<file path="src/sgad_pkg.sv">
package sgad_pkg;

    // Arm/disarm modes, as reported on the result channel
    typedef enum logic [1:0] {
        MODE_LOCKED    = 2'd0,
        MODE_UNLOCKING = 2'd1,
        MODE_UNLOCKED  = 2'd2,
        MODE_LOCKING   = 2'd3
    } arm_mode_t;

    // Configuration register indexes
    localparam int CFG_ADDR_W = 3;
    typedef enum logic [CFG_ADDR_W-1:0] {
        REG_UNLOCK_HOLD  = 3'd0,
        REG_LOCK_HOLD    = 3'd1,
        REG_AUTO_LOCK    = 3'd2,
        REG_THROTTLE_LOW = 3'd3,
        REG_STICK_LIMIT  = 3'd4
    } cfg_reg_t;

    localparam int CFG_DATA_W = 16;
    localparam int HOLD_W     = 16;
    localparam int THR_W      = 8;
    localparam int STICK_W    = 8;
    localparam int LIMIT_W    = 7;

    localparam int IN_DATA_W  = 32;
    localparam int OUT_DATA_W = 8;

    // Register reset values
    localparam logic [HOLD_W-1:0]  UNLOCK_HOLD_RST  = 16'd60;
    localparam logic [HOLD_W-1:0]  LOCK_HOLD_RST    = 16'd60;
    localparam logic [HOLD_W-1:0]  AUTO_LOCK_RST    = 16'd200;
    localparam logic [THR_W-1:0]   THROTTLE_LOW_RST = 8'd20;
    localparam logic [LIMIT_W-1:0] STICK_LIMIT_RST  = 7'd25;

endpackage

</file>
<file path="src/stick_gesture_arm_disarm_fsm.sv">
// Channel   Direction  Payload
// s_axis    in         tdata = throttle[7:0], yaw_stick[15:8], pitch_stick[23:16],
//                      roll_stick[31:24]
// m_axis    out        tdata = arm_state[1:0], zero[7:2]
// cfg       in         cfg_we / cfg_addr / cfg_wdata, write only
//
// One item per cycle sustained while m_tready holds. An accepted item waits in the
// input register until the result slot frees, then the mode and counter update
// writes the result register. Input and result registers are separate: a stalled
// result still lets one item into an empty input register.
// Reset puts the machine in locked with all counters at zero and the
// registers at their documented values.
module stick_gesture_arm_disarm_fsm
    import sgad_pkg::*;
#(
    parameter int COUNT_WIDTH = 16
)
(
    input  logic                  clk,
    input  logic                  rst_n,
    // throttle, yaw_stick, pitch_stick, roll_stick from the lowest bit up
    input  logic [IN_DATA_W-1:0]  s_tdata,
    input  logic                  s_tvalid,
    output logic                  s_tready,
    // arm_state, then zero padding
    output logic [OUT_DATA_W-1:0] m_tdata,
    output logic                  m_tvalid,
    input  logic                  m_tready,
    input  logic                  cfg_we,
    input  logic [CFG_ADDR_W-1:0] cfg_addr,
    input  logic [CFG_DATA_W-1:0] cfg_wdata
);

    localparam int CMP_W = (COUNT_WIDTH > HOLD_W) ? COUNT_WIDTH : HOLD_W;

    // Configuration registers
    logic [HOLD_W-1:0]  unlock_hold_reg;
    logic [HOLD_W-1:0]  lock_hold_reg;
    logic [HOLD_W-1:0]  auto_lock_reg;
    logic [THR_W-1:0]   throttle_low_reg;
    logic [LIMIT_W-1:0] stick_limit_reg;

    // Input stage
    logic                 in_valid_reg;
    logic [IN_DATA_W-1:0] in_data_reg;

    // Machine state
    arm_mode_t              mode_reg, mode_next;
    logic [COUNT_WIDTH-1:0] unlock_cnt_reg, unlock_cnt_next;
    logic [COUNT_WIDTH-1:0] lock_cnt_reg, lock_cnt_next;
    logic [COUNT_WIDTH-1:0] auto_cnt_reg, auto_cnt_next;

    // Result stage
    logic      out_valid_reg;
    arm_mode_t out_mode_reg;

    logic advance;

    logic [THR_W-1:0]        throttle;
    logic signed [STICK_W:0] yaw, pitch, roll, lim_pos, lim_neg;
    logic                    thr_low, unlock_gesture, lock_gesture;
    logic [COUNT_WIDTH-1:0]  unlock_inc, lock_inc, auto_inc;
    logic                    unlock_done, lock_done, auto_done;

    // Move the input item into the machine when the result slot frees up
    assign advance  = in_valid_reg && (!out_valid_reg || m_tready);
    assign s_tready = !in_valid_reg || advance;

    assign m_tvalid = out_valid_reg;
    assign m_tdata  = OUT_DATA_W'(out_mode_reg);

    // Write configuration registers; unknown indexes drop the write
    always_ff @(posedge clk or negedge rst_n)
    begin
        if (!rst_n)
        begin
            unlock_hold_reg  <= UNLOCK_HOLD_RST;
            lock_hold_reg    <= LOCK_HOLD_RST;
            auto_lock_reg    <= AUTO_LOCK_RST;
            throttle_low_reg <= THROTTLE_LOW_RST;
            stick_limit_reg  <= STICK_LIMIT_RST;
        end
        else if (cfg_we)
        begin
            unique case (cfg_addr)
                REG_UNLOCK_HOLD:  unlock_hold_reg  <= cfg_wdata;
                REG_LOCK_HOLD:    lock_hold_reg    <= cfg_wdata;
                REG_AUTO_LOCK:    auto_lock_reg    <= cfg_wdata;
                REG_THROTTLE_LOW: throttle_low_reg <= cfg_wdata[THR_W-1:0];
                REG_STICK_LIMIT:  stick_limit_reg  <= cfg_wdata[LIMIT_W-1:0];
                default:          ;
            endcase
        end
    end

    // Capture the input item
    always_ff @(posedge clk or negedge rst_n)
    begin
        if (!rst_n)
        begin
            in_valid_reg <= 1'b0;
        end
        else if (s_tready)
        begin
            in_valid_reg <= s_tvalid;
        end
    end

    always_ff @(posedge clk)
    begin
        if (s_tready && s_tvalid)
        begin
            in_data_reg <= s_tdata;
        end
    end

    // Decode the sample: throttle low and the two gestures
    always_comb
    begin
        throttle = in_data_reg[THR_W-1:0];
        yaw      = {in_data_reg[2*STICK_W-1], in_data_reg[2*STICK_W-1:STICK_W]};
        pitch    = {in_data_reg[3*STICK_W-1], in_data_reg[3*STICK_W-1:2*STICK_W]};
        roll     = {in_data_reg[4*STICK_W-1], in_data_reg[4*STICK_W-1:3*STICK_W]};
        lim_pos  = $signed({2'b00, stick_limit_reg});
        lim_neg  = -lim_pos;
        thr_low  = throttle <= throttle_low_reg;
        unlock_gesture = thr_low && (yaw <= lim_neg) && (pitch >= lim_pos)
                         && (roll <= lim_neg);
        lock_gesture   = thr_low && (yaw >= lim_pos) && (pitch >= lim_pos)
                         && (roll >= lim_pos);
    end

    // Counter increments wrap at the counter width
    always_comb
    begin
        unlock_inc  = unlock_cnt_reg + 1'b1;
        lock_inc    = lock_cnt_reg + 1'b1;
        auto_inc    = auto_cnt_reg + 1'b1;
        unlock_done = CMP_W'(unlock_inc) > CMP_W'(unlock_hold_reg);
        lock_done   = CMP_W'(lock_inc) > CMP_W'(lock_hold_reg);
        auto_done   = CMP_W'(auto_inc) > CMP_W'(auto_lock_reg);
    end

    // Next mode and counters
    always_comb
    begin
        mode_next       = mode_reg;
        unlock_cnt_next = unlock_cnt_reg;
        lock_cnt_next   = lock_cnt_reg;
        auto_cnt_next   = auto_cnt_reg;
        unique case (mode_reg) inside
            MODE_LOCKED, MODE_UNLOCKING:
            begin
                if (unlock_gesture)
                begin
                    if (unlock_done)
                    begin
                        unlock_cnt_next = '0;
                        mode_next       = MODE_UNLOCKED;
                    end
                    else
                    begin
                        unlock_cnt_next = unlock_inc;
                        mode_next       = MODE_UNLOCKING;
                    end
                end
                else
                begin
                    unlock_cnt_next = '0;
                    mode_next       = MODE_LOCKED;
                end
            end
            MODE_UNLOCKED, MODE_LOCKING:
            begin
                if (lock_gesture)
                begin
                    if (lock_done)
                    begin
                        lock_cnt_next = '0;
                        mode_next     = MODE_LOCKED;
                    end
                    else
                    begin
                        lock_cnt_next = lock_inc;
                        mode_next     = MODE_LOCKING;
                    end
                end
                else if (thr_low)
                begin
                    // auto-lock path keeps the mode until the count runs out
                    if (auto_done)
                    begin
                        auto_cnt_next = '0;
                        mode_next     = MODE_LOCKED;
                    end
                    else
                    begin
                        auto_cnt_next = auto_inc;
                    end
                end
                else
                begin
                    mode_next     = MODE_UNLOCKED;
                    lock_cnt_next = '0;
                    auto_cnt_next = '0;
                end
            end
        endcase
    end

    // Hold the machine state; advance one item at a time
    always_ff @(posedge clk or negedge rst_n)
    begin
        if (!rst_n)
        begin
            mode_reg       <= MODE_LOCKED;
            unlock_cnt_reg <= '0;
            lock_cnt_reg   <= '0;
            auto_cnt_reg   <= '0;
        end
        else if (advance)
        begin
            mode_reg       <= mode_next;
            unlock_cnt_reg <= unlock_cnt_next;
            lock_cnt_reg   <= lock_cnt_next;
            auto_cnt_reg   <= auto_cnt_next;
        end
    end

    // Result register
    always_ff @(posedge clk or negedge rst_n)
    begin
        if (!rst_n)
        begin
            out_valid_reg <= 1'b0;
        end
        else if (advance)
        begin
            out_valid_reg <= 1'b1;
        end
        else if (m_tready)
        begin
            out_valid_reg <= 1'b0;
        end
    end

    always_ff @(posedge clk)
    begin
        if (advance)
        begin
            out_mode_reg <= mode_next;
        end
    end

endmodule

</file>
<file path="config.mk">
export PLATFORM = sky130hd
export DESIGN_NAME = stick_gesture_arm_disarm_fsm
export DESIGN_NICKNAME = d
export VERILOG_FILES = /design/src/sgad_pkg.sv /design/src/stick_gesture_arm_disarm_fsm.sv
export SDC_FILE = /design/constraint.sdc
export NUM_CORES = 1
export LEC_CHECK = 0
export ABC_AREA = 0
export BUFFER_PORTS_ARGS = -buffer_cell sky130_fd_sc_hd__buf_2
export CAP_MARGIN = 40
export CORE_MARGIN = 2
export CORE_UTILIZATION = 35
export CTS_CLUSTER_SIZE = 24
export DETAILED_ROUTE_END_ITERATION = 10
export HOLD_SLACK_MARGIN = 0.15
export SETUP_SLACK_MARGIN = 0.3
export SLEW_MARGIN = 20
export SYNTH_ARGS = -nofsm -noshare
export SYNTH_HDL_FRONTEND = slang
export SYNTH_SLANG_ARGS = --single-unit
</file>
<file path="constraint.sdc">
create_clock -name clk -period 4.4 [get_ports clk]
set_input_delay 0.22 -clock clk [delete_from_list [all_inputs] [get_ports clk]]
set_output_delay 0.22 -clock clk [all_outputs]
set_load 0.01 [all_outputs]
</file>
Word-level counts from Yosys, hierarchy flattened
Index checks and enable logic that the tools add are counted.
- output and inout port bits: 10
- word-level logic and storage cells: 76
- flip-flop bits (word level): 149
- input port bits: 56
- order comparisons: 9
- reductions and logical operators: 25
- $add $sub $neg: 4
- multiplexer cells: 16
- bitwise gates (word level): 1
- equality and inequality tests: 8
- operators with widths (kind ; count):
    $mux W16 ; 7
    $add A16 B1 Y16 const B ; 3
    $gt A16 B16 Y1 ; 3
    $ge A8 B8 Y1 ; 3
    $le A8 B9 Y1 ; 2
    $mux W2 ; 6
    $reduce_and A2 Y1 ; 6
    $neg A7 Y9 ; 1
    $le A8 B8 Y1 ; 1
    $logic_and A1 B1 Y1 ; 8
    $eq A3 B2 Y1 const B ; 2
    $reduce_and A3 Y1 ; 2
    $eq A2 B2 Y1 const B ; 2
    $pmux W2 S2 ; 1
    $reduce_or A2 Y1 ; 2
    $eq A3 B1 Y1 const B ; 1
    $eq A3 B3 Y1 const B ; 1
    $logic_not A3 Y1 ; 1
    $eq A2 B1 Y1 const B ; 1
    $logic_not A1 Y1 ; 2
    $logic_not A2 Y1 ; 1
    $logic_or A1 B1 Y1 ; 2
    $mux W1 ; 2
    $ne A2 B1 Y1 const B ; 1
    2 further kinds ; 2

Depth between registers and ports, before layout
- depth after elaboration: 7
- mapped depth: 18
- mapped depth without buffers: 16

Worst setup path before layout
OpenSTA, ideal clock, no wires.
- kind: register -> register
- from: reg unlock_cnt_reg[0]
- to: reg unlock_cnt_reg[6]
- slack: 699 ps
- data required time: 4336 ps
- clock period less this slack: 3701 ps
- library setup time: 64 ps
- arrival time: 3638 ps
- path buffers: 2
- stages on the path, launching flop included: 16
- cells stage by stage: dfrtp_1 > nand3_1 > nor3_1 > and3_1 > and3_1 > nand3_1 > xnor2_1 > ha_1 > a211o_1 > a221oi_1 > a21oi_1 > or4_1 > buf_6 > buf_6 > o21ai_1 > a22o_2
- word-level cells in the longest chain between the ends: 4
- ends and longest elaborated chain (element ; RTL line ; source):
    from (decl) ; stick_gesture_arm_disarm_fsm.sv:49 ; logic [COUNT_WIDTH-1:0] unlock_cnt_reg, unlock_cnt_next;
    from (signal assigned) ; stick_gesture_arm_disarm_fsm.sv:224 ; unlock_cnt_reg <= unlock_cnt_next;
    $add A16 B1 Y16 (*) ; stick_gesture_arm_disarm_fsm.sv:136 ; unlock_inc = unlock_cnt_reg + 1'b1;
    $gt A16 B16 Y1 ; stick_gesture_arm_disarm_fsm.sv:139 ; unlock_done = CMP_W'(unlock_inc) > CMP_W'(unlock_hold_reg);
    $mux W16 (*) ; stick_gesture_arm_disarm_fsm.sv:156 ; if (unlock_done)
    $mux W16 (*) ; stick_gesture_arm_disarm_fsm.sv:154 ; if (unlock_gesture)
Every way passes the cells marked *; elsewhere a longest branch is shown, timed or not.
A chain may end at the register's enable or synchronous reset.

Worst setup path after layout
- from: reg unlock_cnt_reg[0]
- to: reg unlock_cnt_reg[13]
Same word-level chain as after synthesis.

==> summary.txt <==
STA
  • Crit share post-route: between 80% and 90%
  • Final hold violation count: 0
  • Max transition margin: roughly 44%
  • Final setup violation count: 0
  • Fin Setup TNS: 0 ns
  • Fmax: around 0.26 GHz
  • Final min period: around 3.8 ns
  • Worst-Margin Slew: about 0.84 ns
  • RSZ-0062 raised after global routing: no
  • Slew Viols, Final: 0
  • Clock Skews: between 0.009 and 0.01 ns

Routing
  • Residual DRC: 0
  • Drt via density: roughly 5.0
  • DRT Pass-1 Iters: 4
  • Detailed Route WL: approximately 21 mm
  • Vias: 6915
  • Routed WL per cell: 15.3 um
  • DRT antenna net count: 0
  • Starting DRC count in detailed routing: 356

Placed design
  • GPL Wtd Cong: between 0.8 and 0.9
  • Dpl hpwl: around 15 mm
  • Port Buffer Count: slightly below 60
  • DP Cell Count: 1299
  • Cell Area, Placed: 0.00959 mm2

Finish
  • Layout cells sized above 1: approximately 15%
  • # fillers: ~2500
  • Ant. Diodes: 0
  • Register area: roughly 0.0039 mm2
  • Multi-input gate area: 0.00464 mm2
  • Design area: approximately 0.011 mm2
  • Largest register FFs: 32
  • NumNets Final: ~1200
  • Post-route non-filler standard cell count: between 1000 and 1500
  • P&R area growth vs syn: 21.1%

Worst setup path
  • Max incr delay on CP: about 0.6 ns
  • Worst-path maximum fanout: 7
  • Worst Setup End Kind: flop
  • Worst-path cell chain: ha_2 > nand3_1 > nor2_1 > and3_1 > and3_1 > nand3_1 > xnor2_1 > ha_1 > nand4_1 > nor2_2 > nand3_1 > o32ai_1 > a21oi_1 > or4_4 > nor2_4 > a22o_2
  • Setup CP Type: reg2reg
  • Crit-path slowest cell: or4_4
  • CP arrival: 4.16 ns
  • Crit path top cell by count: nand3_1
  • Worst EP required: about 4.8 ns
  • CP top delay family: simple AND/OR/NAND/NOR gates
  • WP buf/inv: 0
  • Critical Path Start Type: flop

Clocking
  • H-tree depth: 4
  • Root Driver: clkbuf_16
  • Clk_lat worst skew: between 0.4 and 0.5 ns
  • CTS tree: built
  • CTS sink cnt: between 100 and 150
  • Total CTS buffers: 17
  • Max clock buf depth: 2
  • Clock slew at reported path FFs: about 0.060 ns

Global routing
  • Pin count of the biggest net entering global routing: a little over 60
  • M2 GR Usage: a little over a quarter
  • Vias in the first global route: approximately 6800
  • GRT Overall Usage: 16.6%
  • Met3 Usage GRT: under 10%
  • Met1 GRT Util: around 22%
  • Grt ovf: 0
  • First-pass GRT wire length: 34.7 mm
  • Most Crowded Layer GR: met2
  • Initial antenna violation count: 0

Floorplan
  • Area of the die: around 0.027 mm2
  • Number of placement rows: between 50 and 60
  • Die Y: between 150 and 200 um
  • Total core area: 0.0251 mm2
  • Die width: between 150 and 200 um
  • I/O pin cnt: 66
  • Initial Util: 35.5%

Logic synthesis
  • Yosys top cell area share: ~28%
  • Synth async-reset ratio: slightly below 80%
  • Syn Inst Count: ~930
  • Synth Register Bits: approximately 150
  • Post-synth EDFFs: 34
  • Distinct cells, synth: 67
  • Main synth FF type: dfrtp_1
  • Avg Inst Size Synth: slightly below 10 um2
  • Sequential share of the synthesized area: a little over two fifths
  • Synth Warn #: 0
  • Area contributors post-synth: dfrtp_1 (28%), ha_1 (13%), edfxtp_1 (11%)
  • Area leader, netlist: dfrtp_1
  • Synthesized cell area: about 0.0089 mm2

Job
  • Max Cap Violations: 0

Power and ir drop
  • Power Density: 377 mW/mm2
  • Leakage: about 4.9 nW
  • Peak supply drop: 0.176 mV

Worst hold path
  • Hold crit path type: in2async

Run status
  • Status: finished, final reports clean
## final timing paths
kind	from	endpoint	slack, ns	depth (start not counted)
min in group clk	cfg_addr[1]	stick_limit_reg[4]	0.33	5
max	unlock_cnt_reg[0]	unlock_cnt_reg[13]	0.60	16
max in group asynchronous	rst_n	unlock_cnt_reg[0]	3.36	3
min reg2reg	mode_reg[0]	mode_reg[0]	0.50	2
min	rst_n	auto_cnt_reg[7]	0.29	3
max reg2reg	unlock_cnt_reg[0]	unlock_cnt_reg[13]	0.60	16
## power breakdown
group	total (mW)	switching (mW)	leakage (nW)	internal, mW
combinational	0.871	0.494	2.85	0.377
sequential	1.66	0.0755	1.77	1.59
clock	1.54	0.590	0.289	0.951
total	4.07	1.16	4.91	2.91
## metrics by stage
stage	hold slack [ns]	worst slack, ns	power [mW]	util, %
floorplan	-0.0756	0.699	2.26	-
global placement	0.396	0.290	2.49	38.2
detailed placement	0.398	0.177	2.51	38.2
CTS	0.308	0.424	4.10	42.7
global route	0.304	0.297	4.31	43.0
finish	0.286	0.599	4.07	43.0
## worst reg2reg max path: cells and delay by family (launching register included)
family          cells  cell delay, ns
simple gates       10            2.01
xor+xnor            1            0.16
fa+ha+maj           2            0.54
compound gates      3            0.62
flops               1            0.42
## final cells by class
| type | instances | area share [%] |
|---|---|---|
| Inverter | 73 | 2.54 |
| Clock buffer | 20 | 4.04 |
| Clock inverter | 12 | 1.64 |
| Sequential cell | 149 | 36.3 |
| Timing Repair Buffer | 125 | 8.73 |
| Multi-Input combinational cell | 678 | 43.0 |
| Tap cell | 330 | 3.82 |
## layout by cell type, fill, tap and decap left out, types with 4 or more instances in the layout
| cell type | count |
|---|---|
| nand2_1 | 140 |
| o21ai_0 | 107 |
| dfrtp_1 | 98 |
| ha_1 | 91 |
| inv_1 | 73 |
| buf_2 | 58 |
| dlygate4sd3_1 | 52 |
| edfxtp_1 | 34 |
| nand3_1 | 30 |
| a21oi_1 | 28 |
| xnor2_1 | 23 |
| nor2_1 | 22 |
| xor2_1 | 21 |
| and3_1 | 21 |
| nand4_1 | 20 |
| nand2b_1 | 18 |
| clkbuf_16 | 17 |
| dfstp_2 | 16 |
| nor3_1 | 14 |
| buf_4 | 14 |
| mux2_2 | 12 |
| nor2b_1 | 10 |
| o21a_1 | 10 |
| a21o_1 | 7 |
| o211ai_1 | 7 |
| o21ai_1 | 7 |
| conb_1 | 6 |
| nor4_1 | 5 |
| o22ai_1 | 4 |
| xnor3_1 | 4 |
| a22o_2 | 4 |
| bufinv_16 | 4 |
## Yosys cell counts, types with 3 or more instances
master,count
nand2_1,140
o21ai_0,107
dfrtp_1,99
ha_1,92
inv_1,73
edfxtp_1,34
nand3_1,30
a21oi_1,28
clkbuf_1,26
nor2_1,23
xnor2_1,23
and3_1,21
xor2_1,21
nand4_1,20
nand2b_1,18
dfstp_2,16
nor3_1,14
mux2_2,12
nor2b_1,10
o21a_1,10
a21o_1,7
nor4_1,7
o211ai_1,7
o21ai_1,7
buf_4,6
a22o_2,4
buf_6,4
o22ai_1,4
xnor3_1,4
a211o_1,3
a211oi_1,3
a22o_1,3
nand3b_1,3
or3_1,3
or4_1,3
## routing by layer
layer | vias up | part of all wire (%)
met3 | 27 | 2.4
met4 | 0 | 1.8
met2 | 118 | 48
li1 | 3508 | -
met5 | - | 0
met1 | 3262 | 48
## repair_timing
item                                   4_1_cts  5_1_grt
endpoints found under the hold margin      185        0
gates cloned                                 0        2
hold buffers                                52        0
setup endpoints to repair                   15       24
resized for setup                            1        7
pin swaps                                    0        3
setup buffers                                0        1
## logic make-up after synthesis
logic type / share of synthesized area (%)
fa+ha+maj: 12.9
xor+xnor: 5.33
buf+inv: 5.17
simple gates: 16.8
other cells: 0.0420
flops: 43.9
mux: 1.63
compound gates: 14.2
Note: power is estimated with default switching activity, not from simulation.
